`src/fluti_pkg.sv`:
```
// fluti_pkg: shared types and constants for the fluence table interpolator
// no dependencies; imported by fluti_interp, the top level and the testbench
`default_nettype none

package fluti_pkg;

    localparam int DEF_POINTS      = 16;
    localparam int DEF_VALUE_WIDTH = 32;

    localparam int IDX_W = 4;
    localparam int CNT_W = 5;

    localparam logic [CNT_W-1:0] CNT_RESET = 5'd2;
    localparam logic [CNT_W-1:0] CNT_MIN   = 5'd2;

    localparam logic CMD_WRITE = 1'b0;
    localparam logic CMD_QUERY = 1'b1;

    typedef enum logic [1:0] {
        STAT_WRITE = 2'd0,
        STAT_QUERY = 2'd1,
        STAT_RANGE = 2'd2
    } t_status;

    typedef enum logic [2:0] {
        CTL_IDLE,
        CTL_LAST,
        CTL_FIRST,
        CTL_SCAN,
        CTL_CALC,
        CTL_DONE
    } t_ctl_state;

    typedef enum logic [2:0] {
        LN_IDLE,
        LN_MUL,
        LN_OVF,
        LN_DIV,
        LN_FIN
    } t_lane_state;

endpackage

`default_nettype wire

```
`src/fluti_ram.sv`:
```
// fluti_ram: generic single-port synchronous ram, registered read
// no dependencies
`default_nettype none

module fluti_ram #(
    parameter int WIDTH = 32,
    parameter int DEPTH = 16
) (
    input  wire logic                     i_clk,
    input  wire logic                     i_we,
    input  wire logic [$clog2(DEPTH)-1:0] i_addr,
    input  wire logic [WIDTH-1:0]         i_wdata,
    output logic      [WIDTH-1:0]         o_rdata
);

    logic [WIDTH-1:0] r_mem [DEPTH];
    logic [WIDTH-1:0] r_rdata;

    always_ff @(posedge i_clk) begin
        if (i_we) begin
            r_mem[i_addr] <= i_wdata;
        end
        r_rdata <= r_mem[i_addr];
    end

    assign o_rdata = r_rdata;

endmodule

`default_nettype wire

```
`src/fluti_interp.sv`:
```
// fluti_interp: one interpolation lane, shift-add multiply then restoring divide
// depends on fluti_pkg
`default_nettype none

module fluti_interp
    import fluti_pkg::*;
#(
    parameter int VALUE_WIDTH = DEF_VALUE_WIDTH
) (
    input  wire logic                          i_clk,
    input  wire logic                          i_rst_n,
    input  wire logic                          i_start,
    input  wire logic signed [VALUE_WIDTH-1:0] i_y0,
    input  wire logic signed [VALUE_WIDTH-1:0] i_y1,
    input  wire logic signed [VALUE_WIDTH-1:0] i_x0,
    input  wire logic signed [VALUE_WIDTH-1:0] i_x1,
    input  wire logic signed [VALUE_WIDTH-1:0] i_q,
    output logic                               o_done,
    output logic signed [VALUE_WIDTH-1:0]      o_result
);

    localparam int VW = VALUE_WIDTH;
    localparam int W  = VW + 1;
    localparam int CW = $clog2(W + 1);
    localparam int SW = W + 2;

    function automatic logic [W-1:0] magw(input logic [W-1:0] v);
        magw = v[W-1] ? (~v + 1'b1) : v;
    endfunction

    t_lane_state r_state, n_state;
    logic        r_done, n_done;
    logic [CW-1:0] r_cnt, n_cnt;

    logic [W-1:0]  r_a, n_a;
    logic [W-1:0]  r_d, n_d;
    logic [W-1:0]  r_hi, n_hi;
    logic [W-1:0]  r_lo, n_lo;
    logic [W-1:0]  r_rem, n_rem;
    logic          r_neg, n_neg;
    logic          r_dxz, n_dxz;
    logic          r_ovf, n_ovf;
    logic signed [VW-1:0] r_y0, n_y0;
    logic signed [VW-1:0] r_result, n_result;

    logic [W-1:0]  dy, dq, dx;
    logic [W:0]    mul_sum;
    logic [W:0]    div_t;
    logic [W:0]    div_diff;
    logic          div_ge;
    logic [W-1:0]  quo;
    logic [SW-1:0] y0_x, quo_x, acc;
    logic          acc_fits;

    assign dy = {i_y1[VW-1], i_y1} - {i_y0[VW-1], i_y0};
    assign dq = {i_q[VW-1], i_q} - {i_x0[VW-1], i_x0};
    assign dx = {i_x1[VW-1], i_x1} - {i_x0[VW-1], i_x0};

    assign mul_sum  = {1'b0, r_hi} + {1'b0, (r_lo[0] ? r_a : {W{1'b0}})};
    assign div_t    = {r_rem, r_lo[W-1]};
    assign div_ge   = div_t >= {1'b0, r_d};
    assign div_diff = div_t - {1'b0, r_d};

    assign quo      = r_ovf ? {W{1'b1}} : r_lo;
    assign y0_x     = {{(SW-VW){r_y0[VW-1]}}, r_y0};
    assign quo_x    = {2'b00, quo};
    assign acc      = r_neg ? (y0_x - quo_x) : (y0_x + quo_x);
    assign acc_fits = (acc[SW-1:VW-1] == '0) || (acc[SW-1:VW-1] == '1);

    always_ff @(posedge i_clk) begin
        if (!i_rst_n) begin
            r_state <= LN_IDLE;
            r_done  <= 1'b0;
        end else begin
            r_state <= n_state;
            r_done  <= n_done;
        end
    end

    always_ff @(posedge i_clk) begin
        r_cnt    <= n_cnt;
        r_a      <= n_a;
        r_d      <= n_d;
        r_hi     <= n_hi;
        r_lo     <= n_lo;
        r_rem    <= n_rem;
        r_neg    <= n_neg;
        r_dxz    <= n_dxz;
        r_ovf    <= n_ovf;
        r_y0     <= n_y0;
        r_result <= n_result;
    end

    always_comb begin
        n_state  = r_state;
        n_done   = 1'b0;
        n_cnt    = r_cnt;
        n_a      = r_a;
        n_d      = r_d;
        n_hi     = r_hi;
        n_lo     = r_lo;
        n_rem    = r_rem;
        n_neg    = r_neg;
        n_dxz    = r_dxz;
        n_ovf    = r_ovf;
        n_y0     = r_y0;
        n_result = r_result;
        case (r_state)
            LN_IDLE: begin
                if (i_start) begin
                    n_a     = magw(dy);
                    n_lo    = magw(dq);
                    n_d     = magw(dx);
                    n_hi    = '0;
                    n_neg   = dy[W-1] ^ dq[W-1] ^ dx[W-1];
                    n_dxz   = (dx == '0);
                    n_y0    = i_y0;
                    n_cnt   = '0;
                    n_state = LN_MUL;
                end
            end
            LN_MUL: begin
                n_hi  = mul_sum[W:1];
                n_lo  = {mul_sum[0], r_lo[W-1:1]};
                n_cnt = r_cnt + 1'b1;
                if (r_cnt == CW'(W - 1)) begin
                    n_state = LN_OVF;
                end
            end
            LN_OVF: begin
                // quotient wider than W bits saturates the sum anyway
                n_ovf   = r_hi >= r_d;
                n_rem   = r_hi;
                n_cnt   = '0;
                n_state = LN_DIV;
            end
            LN_DIV: begin
                n_rem = div_ge ? div_diff[W-1:0] : div_t[W-1:0];
                n_lo  = {r_lo[W-2:0], div_ge};
                n_cnt = r_cnt + 1'b1;
                if (r_cnt == CW'(W - 1)) begin
                    n_state = LN_FIN;
                end
            end
            LN_FIN: begin
                if (r_dxz || (quo == '0)) begin
                    n_result = r_y0;
                end else if (acc_fits) begin
                    n_result = acc[VW-1:0];
                end else if (acc[SW-1]) begin
                    n_result = {1'b1, {(VW-1){1'b0}}};
                end else begin
                    n_result = {1'b0, {(VW-1){1'b1}}};
                end
                n_done  = 1'b1;
                n_state = LN_IDLE;
            end
            default: begin
                n_state = LN_IDLE;
            end
        endcase
    end

    assign o_done   = r_done;
    assign o_result = r_result;

endmodule

`default_nettype wire

```
`src/fluence_table_interpolator_unit.sv`:
```
// fluence_table_interpolator_unit: breakpoint table with piecewise linear lookup
// depends on fluti_pkg, fluti_ram, fluti_interp
//
// channel  dir  tdata (low bit up)                                   tuser
// s_axis   in   point_index, point_fluence, point_production,        cmd
//               point_destruction, point_burnup, query_fluence
// m_axis   out  burnup_out, production_out, destruction_out          beyond_range, status
// cfg      in   point_count (5 bits)                                 -
//
// a write goes to the done state, then the result register; a query at or past the
// last point first passes the last check; other queries read one table row per cycle
// in the search, then the three lanes each run VALUE_WIDTH+1 multiply steps and
// VALUE_WIDTH+1 divide steps
// synchronous reset: point_count returns to 2, table contents stay undefined
// one result register: the next item is taken while a result waits on m_axis
`default_nettype none

module fluence_table_interpolator_unit
    import fluti_pkg::*;
#(
    parameter int POINTS      = DEF_POINTS,
    parameter int VALUE_WIDTH = DEF_VALUE_WIDTH
) (
    input  wire logic                                                i_clk,
    input  wire logic                                                i_rst_n,
    input  wire logic                                                i_s_axis_tvalid,
    output logic                                                     o_s_axis_tready,
    // point_index, point_fluence, point_production, point_destruction,
    // point_burnup, query_fluence
    input  wire logic [((IDX_W + 5 * VALUE_WIDTH + 7) / 8) * 8 - 1:0] i_s_axis_tdata,
    // cmd
    input  wire logic                                                i_s_axis_tuser,
    output logic                                                     o_m_axis_tvalid,
    input  wire logic                                                i_m_axis_tready,
    // burnup_out, production_out, destruction_out
    output logic [((3 * VALUE_WIDTH + 7) / 8) * 8 - 1:0]             o_m_axis_tdata,
    // beyond_range, status
    output logic [2:0]                                               o_m_axis_tuser,
    input  wire logic                                                i_cfg_valid,
    output logic                                                     o_cfg_ready,
    input  wire logic [CNT_W-1:0]                                    i_cfg_data
);

    localparam int VW    = VALUE_WIDTH;
    localparam int AW    = $clog2(POINTS);
    localparam int EW    = 4 * VW;
    localparam int OUT_W = ((3 * VW + 7) / 8) * 8;
    localparam int NMAX  = (POINTS < 31) ? POINTS : 31;
    localparam logic [CNT_W-1:0] NMAX_C = CNT_W'(NMAX);

    t_ctl_state r_state, n_state;
    logic [CNT_W-1:0] r_point_count;
    logic             r_out_valid, n_out_valid;
    logic [OUT_W-1:0] r_out_data, n_out_data;
    logic [2:0]       r_out_user, n_out_user;

    t_status          r_status, n_status;
    logic             r_flag, n_flag;
    logic [CNT_W-1:0] r_seg, n_seg;
    logic [EW-1:0]    r_lo, n_lo;
    logic signed [VW-1:0] r_q, n_q;
    logic signed [VW-1:0] r_bu, n_bu;
    logic signed [VW-1:0] r_pr, n_pr;
    logic signed [VW-1:0] r_de, n_de;

    logic [CNT_W-1:0] used, last, seg_inc;
    logic             in_xfer;
    logic [IDX_W-1:0] in_idx;
    logic signed [VW-1:0] in_pf, in_pp, in_pd, in_pb, in_qf;

    logic          ram_we;
    logic [AW-1:0] ram_addr;
    logic [EW-1:0] ram_wdata, ram_rdata;
    logic signed [VW-1:0] rd_f, rd_p, rd_d, rd_b;
    logic signed [VW-1:0] lo_f, lo_p, lo_d, lo_b;

    logic          lane_start;
    logic [2:0]    lane_done;
    logic signed [VW-1:0] lane_bu, lane_pr, lane_de;
    logic signed [VW-1:0] fmt_bu, fmt_pr, fmt_de;

    assign in_xfer = i_s_axis_tvalid && o_s_axis_tready;
    assign in_idx  = i_s_axis_tdata[IDX_W-1:0];
    assign in_pf   = i_s_axis_tdata[IDX_W +: VW];
    assign in_pp   = i_s_axis_tdata[IDX_W + VW +: VW];
    assign in_pd   = i_s_axis_tdata[IDX_W + 2 * VW +: VW];
    assign in_pb   = i_s_axis_tdata[IDX_W + 3 * VW +: VW];
    assign in_qf   = i_s_axis_tdata[IDX_W + 4 * VW +: VW];

    assign rd_f = ram_rdata[0 +: VW];
    assign rd_p = ram_rdata[VW +: VW];
    assign rd_d = ram_rdata[2 * VW +: VW];
    assign rd_b = ram_rdata[3 * VW +: VW];
    assign lo_f = r_lo[0 +: VW];
    assign lo_p = r_lo[VW +: VW];
    assign lo_d = r_lo[2 * VW +: VW];
    assign lo_b = r_lo[3 * VW +: VW];

    always_comb begin
        if (r_point_count < CNT_MIN) begin
            used = CNT_MIN;
        end else if (r_point_count > NMAX_C) begin
            used = NMAX_C;
        end else begin
            used = r_point_count;
        end
    end

    assign last    = used - CNT_W'(1);
    assign seg_inc = r_seg + CNT_W'(1);

    fluti_ram #(
        .WIDTH (EW),
        .DEPTH (POINTS)
    ) u_table (
        .i_clk   (i_clk),
        .i_we    (ram_we),
        .i_addr  (ram_addr),
        .i_wdata (ram_wdata),
        .o_rdata (ram_rdata)
    );

    fluti_interp #(.VALUE_WIDTH(VW)) u_lane_bu (
        .i_clk    (i_clk),
        .i_rst_n  (i_rst_n),
        .i_start  (lane_start),
        .i_y0     (lo_b),
        .i_y1     (rd_b),
        .i_x0     (lo_f),
        .i_x1     (rd_f),
        .i_q      (r_q),
        .o_done   (lane_done[0]),
        .o_result (lane_bu)
    );

    fluti_interp #(.VALUE_WIDTH(VW)) u_lane_pr (
        .i_clk    (i_clk),
        .i_rst_n  (i_rst_n),
        .i_start  (lane_start),
        .i_y0     (lo_p),
        .i_y1     (rd_p),
        .i_x0     (lo_f),
        .i_x1     (rd_f),
        .i_q      (r_q),
        .o_done   (lane_done[1]),
        .o_result (lane_pr)
    );

    fluti_interp #(.VALUE_WIDTH(VW)) u_lane_de (
        .i_clk    (i_clk),
        .i_rst_n  (i_rst_n),
        .i_start  (lane_start),
        .i_y0     (lo_d),
        .i_y1     (rd_d),
        .i_x0     (lo_f),
        .i_x1     (rd_f),
        .i_q      (r_q),
        .o_done   (lane_done[2]),
        .o_result (lane_de)
    );

    // sign rules on the query fluence
    always_comb begin
        fmt_bu = r_bu;
        fmt_pr = r_pr;
        fmt_de = r_de;
        if (r_status == STAT_QUERY) begin
            if (r_q <= 0) begin
                fmt_bu = '0;
            end
            if (r_q < 0) begin
                fmt_pr = '0;
                fmt_de = '0;
            end
        end
    end

    always_ff @(posedge i_clk) begin
        if (!i_rst_n) begin
            r_state       <= CTL_IDLE;
            r_point_count <= CNT_RESET;
            r_out_valid   <= 1'b0;
        end else begin
            r_state     <= n_state;
            r_out_valid <= n_out_valid;
            if (i_cfg_valid) begin
                r_point_count <= i_cfg_data;
            end
        end
    end

    always_ff @(posedge i_clk) begin
        r_out_data <= n_out_data;
        r_out_user <= n_out_user;
        r_status   <= n_status;
        r_flag     <= n_flag;
        r_seg      <= n_seg;
        r_lo       <= n_lo;
        r_q        <= n_q;
        r_bu       <= n_bu;
        r_pr       <= n_pr;
        r_de       <= n_de;
    end

    always_comb begin
        n_state     = r_state;
        n_out_valid = r_out_valid && !i_m_axis_tready;
        n_out_data  = r_out_data;
        n_out_user  = r_out_user;
        n_status    = r_status;
        n_flag      = r_flag;
        n_seg       = r_seg;
        n_lo        = r_lo;
        n_q         = r_q;
        n_bu        = r_bu;
        n_pr        = r_pr;
        n_de        = r_de;
        ram_we      = 1'b0;
        ram_addr    = AW'(last);
        ram_wdata   = {in_pb, in_pd, in_pp, in_pf};
        lane_start  = 1'b0;
        case (r_state)
            CTL_IDLE: begin
                if (in_xfer) begin
                    if (i_s_axis_tuser == CMD_WRITE) begin
                        n_bu   = '0;
                        n_pr   = '0;
                        n_de   = '0;
                        n_flag = 1'b0;
                        if ({1'b0, in_idx} < used) begin
                            ram_we   = 1'b1;
                            ram_addr = AW'(in_idx);
                            n_status = STAT_WRITE;
                        end else begin
                            n_status = STAT_RANGE;
                        end
                        n_state = CTL_DONE;
                    end else begin
                        n_q      = in_qf;
                        n_status = STAT_QUERY;
                        n_state  = CTL_LAST;
                    end
                end
            end
            CTL_LAST: begin
                n_flag = r_q >= rd_f;
                if (r_q >= rd_f) begin
                    n_bu    = rd_b;
                    n_pr    = rd_p;
                    n_de    = rd_d;
                    n_state = CTL_DONE;
                end else begin
                    ram_addr = '0;
                    n_state  = CTL_FIRST;
                end
            end
            CTL_FIRST: begin
                n_lo     = ram_rdata;
                n_seg    = CNT_W'(1);
                ram_addr = AW'(1);
                n_state  = CTL_SCAN;
            end
            CTL_SCAN: begin
                if ((r_seg < last) && (rd_f <= r_q)) begin
                    n_lo     = ram_rdata;
                    n_seg    = seg_inc;
                    ram_addr = AW'(seg_inc);
                end else begin
                    lane_start = 1'b1;
                    n_state    = CTL_CALC;
                end
            end
            CTL_CALC: begin
                if (lane_done[0]) begin
                    n_bu    = lane_bu[VW-1] ? '0 : lane_bu;
                    n_pr    = lane_pr;
                    n_de    = lane_de;
                    n_state = CTL_DONE;
                end
            end
            CTL_DONE: begin
                if (!r_out_valid || i_m_axis_tready) begin
                    n_out_valid = 1'b1;
                    n_out_data  = OUT_W'({fmt_de, fmt_pr, fmt_bu});
                    n_out_user  = {r_status, r_flag};
                    n_state     = CTL_IDLE;
                end
            end
            default: begin
                n_state = CTL_IDLE;
            end
        endcase
    end

    assign o_s_axis_tready = (r_state == CTL_IDLE);
    assign o_m_axis_tvalid = r_out_valid;
    assign o_m_axis_tdata  = r_out_data;
    assign o_m_axis_tuser  = r_out_user;
    assign o_cfg_ready     = 1'b1;

    a_scan_bound: assert property (@(posedge i_clk) disable iff (!i_rst_n)
        (r_state == CTL_SCAN) |-> ((r_seg <= last) && (r_seg != '0)))
        else $error("segment search ran past the last breakpoint");

    a_lanes_aligned: assert property (@(posedge i_clk) disable iff (!i_rst_n)
        (|lane_done) |-> (&lane_done))
        else $error("interpolation lanes finished on different cycles");

    a_write_result: assert property (@(posedge i_clk) disable iff (!i_rst_n)
        (o_m_axis_tvalid && (t_status'(o_m_axis_tuser[2:1]) != STAT_QUERY))
        |-> ((o_m_axis_tdata == '0) && !o_m_axis_tuser[0]))
        else $error("write result carries data or range flag");

endmodule

`default_nettype wire

```
`config.mk`:
```
export PLATFORM = sky130hd
export DESIGN_NAME = fluence_table_interpolator_unit
export DESIGN_NICKNAME = d
export VERILOG_FILES = /design/src/fluti_pkg.sv /design/src/fluti_ram.sv /design/src/fluti_interp.sv /design/src/fluence_table_interpolator_unit.sv
export SDC_FILE = /design/constraint.sdc
export NUM_CORES = 2
export LEC_CHECK = 0
export BUFFER_PORTS_ARGS = -buffer_cell sky130_fd_sc_hd__buf_2
export CORE_MARGIN = 1
export CORE_UTILIZATION = 38
export CTS_BUF_LIST = sky130_fd_sc_hd__clkbuf_8
export DETAILED_ROUTE_END_ITERATION = 10
export PLACE_DENSITY_LB_ADDON = 0.08
export SLEW_MARGIN = 20
export SYNTH_ARGS = -nofsm -noshare
export SYNTH_HDL_FRONTEND = slang
export SYNTH_SLANG_ARGS = --single-unit
```
`constraint.sdc`:
```
create_clock -name i_clk -period 17.2 [get_ports i_clk]
set_clock_uncertainty 0.2 [all_clocks]
set_input_delay 3.44 -clock i_clk [delete_from_list [all_inputs] [get_ports i_clk]]
set_output_delay 3.44 -clock i_clk [all_outputs]
set_load 0.1 [all_outputs]
```
==> flow_summary.yaml <==
run_status:
  status: "finished, final reports clean"
timing:
  maxSlewHeadroom: 0.2178
  period_share: 0.5133
  rsz0062_at_grt: "no"
  maxSlewViolCount: 0
  setup_slack_ns: 8.372
  hold_slack_ns: 0.2360
  tightest_slew_ns: 1.163
  finalHoldViolCount: 0
  max_freq_ghz: 0.1133
  fin_setup_tns_ns: 0
  layout_min_cycle_time_ns: 8.828
  setup_viol: 0
grt:
  track_usage: 0.2361
  grt_pass1_wl_um: 714900
  overflow: 0
  grt_max_degree: 151
  antenna_found_initial: 96
  grt_pass1_vias: 103800
critical_path:
  cp_slowest_stage_delay_ns: 0.75
  cp_common_cell: "buf_4"
  required_ns: 18.03
  cp.arrival_ns: 9.66
  rrSetupSlack_ns: 8.65
  path_cells: "buf_2 -> ha_1 -> o31a_1 -> o21a_1 -> or4_1 -> nand2_1 -> nand3_1 -> o21a_4 -> and2_0 -> nor3_2 -> buf_4 -> buf_4 -> buf_4 -> buf_4 -> nand3_1 -> nand4_1 -> nor2_1"
  crit_fanout: 47
  critPathCaptureType: "register"
  critical_path_class: "input pin to register"
  path_buf_inv: 5
  crit_family: "buffers and inverters"
  crit_slowest_cell: "buf_4"
  worstSetupStartpointType: "input pin"
synthesis:
  async_flop_share: 0
  synth_top_area_cell: "edfxtp_1"
  synth_top_area_frac: 0.6049
  syn_avg_cell_area_um2: 11.92
  syn-cell-area_um2: 155100
  syn_inst: 13020
  synth_fp_nets: 13830
  yosysWarnings: 0
  synth_edf_count: 3125
  synth-seq-cells: 3272
  netlist-cell-type-count: 101
  synth-main-ff-cell: "edfxtp_1"
  synth-seq-area-share: 0.6239
  synth_area_leaders: "edfxtp_1 (60%), ha_1 (5.0%), nand2_1 (4.0%)"
clock_tree:
  clockBufferDepth: 4
  cts_hold_buf: 0
  htree_levels: 6
  cts_tree: "yes"
  root_buffer: "clkbuf_8"
  clk_latency_ns: 1.19
  clk_pin_slew_worst_paths_ns: 0.06
  cts_sinks: 3272
  cts.repair.resized: 0
  post-cts-setup-buffer-count: 0
  cts_made_buffers: 585
floorplanning:
  fp.dieH_um: 640.9
  io_pins: 281
  die_x_um: 640.9
  rows: 234
  initial_core_util: 0.3817
  die-area_um2: 410800
  core_area_um2: 406400
pwr:
  power.leakage_uw: 0.06407
  power_density_nw_per_um2: 146.4
  ir_drop_mv: 0.1270
  p_comb_frac: 0.320
  clock_power_share: 0.274
  p_int_uw: 15830
  p_switching_uw: 9688
  p_sw_frac: 0.3796
  seqPwrFrac: 0.407
min_path:
  min_path_type: "register to register"
finish:
  stdcell_area_um2: 174300
  n_fill_cell: 38010
  syn2layout_area_growth_pct: 12.36
  fin_nets: 14280
  layout-drive-gt1-share: 0.1012
  final_common_cell: "edfxtp_1"
  most-common-layout-cells: "edfxtp_1 (3,125), nand2_1 (1,643), nor2_1 (1,092)"
placed_design:
  dp_hpwl_um: 315300
  dp_slack_ns: 7.155
  io_buffers: 275
  gp_congestion: 0.8837
  placed_cell_area_um2: 163200
routing:
  viasPerCell: 5.490
  ant_nets: 0
  wl_um: 498700
  num_vias: 106400
  wl_per_cell_um: 25.73
  drt_pre_antenna_iters: 5
  drtIter0Drc: 8261
  drc_errors: 0
flow_run:
  cap_violations: 0
==> state kept, by name (all words and copies together) (netlist names), 33 cells and up <==
| name | flops |
|---|---|
| u_lane_pr.r_d | 33 |
| u_table.o_rdata | 128 |
| u_table.r_mem | 2048 |
| u_lane_de.r_d | 33 |
| u_lane_de.r_hi | 33 |
| u_lane_de.r_a | 33 |
| u_lane_bu.r_rem | 33 |
| o_m_axis_tdata | 96 |
| u_lane_bu.r_lo | 33 |
| u_lane_bu.r_hi | 33 |
| u_lane_bu.r_d | 33 |
| u_lane_de.r_lo | 33 |
| u_lane_pr.r_lo | 33 |
| u_lane_pr.r_a | 33 |
| u_lane_bu.r_a | 33 |
| u_lane_pr.r_hi | 33 |
| r_lo | 128 |
| u_lane_de.r_rem | 33 |
| u_lane_pr.r_rem | 33 |
==> final cells by class <==
cell class / instances / area (µm²) / area share
sequential: 3272 / 96790 / 0.5553
multi-input combinational: 8684 / 54780 / 0.3143
clock buffer: 646 / 8891 / 0.05101
tap: 5428 / 6792 / 0.03897
timing repair buffer: 476 / 3131 / 0.01796
clock inverter: 407 / 2170 / 0.01245
inverter: 446 / 1682 / 0.009648
antenna: 26 / 65.06 / 0.0003733
==> power groups by stage <==
stage / combinational, µW / clock, µW / sequential (µW)
after floorplan: 4760 / 0 / 10300
after global placement: 8040 / 0 / 10500
after detailed placement: 8160 / 0 / 10500
after CTS: 8200 / 7190 / 10400
after global routing: 8810 / 7510 / 10400
final: 8160 / 6990 / 10400
==> synthesized netlist by cell type, types with 36 or more instances <==
| cell type | count |
|---|---|
| o22ai_1 | 135 |
| a32oi_1 | 129 |
| a21o_1 | 206 |
| nand3_1 | 376 |
| a22o_1 | 94 |
| ha_1 | 617 |
| or2_2 | 45 |
| a211oi_1 | 369 |
| o21ai_0 | 602 |
| or3_1 | 39 |
| mux2i_1 | 228 |
| nand2b_1 | 99 |
| and3_1 | 311 |
| nor2b_1 | 166 |
| dfxtp_1 | 147 |
| edfxtp_1 | 3125 |
| buf_2 | 36 |
| and2_1 | 225 |
| nor3_1 | 150 |
| xor2_1 | 248 |
| xnor2_1 | 324 |
| o21bai_1 | 65 |
| a31oi_1 | 68 |
| nand2_1 | 1647 |
| nand4_1 | 186 |
| o31ai_1 | 36 |
| clkbuf_1 | 559 |
| o21a_1 | 86 |
| a21oi_1 | 603 |
| nor2_1 | 1098 |
| nor4_1 | 44 |
| inv_1 | 445 |
==> metrics by stage <==
stage                 util  power, µW  instances
CTS                 0.4287      25760      19360
finish              0.4289      25520      19390
floorplan                -      15040      13020
global placement    0.4012      18580      18300
global route        0.4288      26730      19370
detailed placement  0.4015      18690      18310
==> cell families (layout without fill, tap and decap cells) <==
logic type | Yosys count | after routing | share of synthesized area
compound gates | 2741 | 2741 | 0.1162
xor+xnor | 573 | 573 | 0.03240
fa+ha+maj | 631 | 631 | 0.05157
buf+inv | 1061 | 1975 | 0.02599
flops | 3272 | 3272 | 0.6239
mux | 236 | 236 | 0.01529
other cells | 1 | 27 | 0.00002417
simple gates | 4502 | 4502 | 0.1346
==> metal layers <==
| layer | part of all wire | track usage |
|---|---|---|
| met5 | 0.00078 | 0 |
| met4 | 0.040 | 0.08955 |
| met3 | 0.058 | 0.03903 |
| met2 | 0.47 | 0.3862 |
| met1 | 0.43 | 0.3144 |
==> worst paths after layout <==
check | startpoint | endpoint | cells after the start
max | i_s_axis_tdata[1] | u_table.o_rdata[76] | 17
min | r_lo[114] | u_lane_bu.r_y0[18] | 0
max reg2reg | r_q[31] | u_table.o_rdata[76] | 18
min reg2reg | r_lo[114] | u_lane_bu.r_y0[18] | 0
No activity file was read; power rests on OpenSTA's default activity.
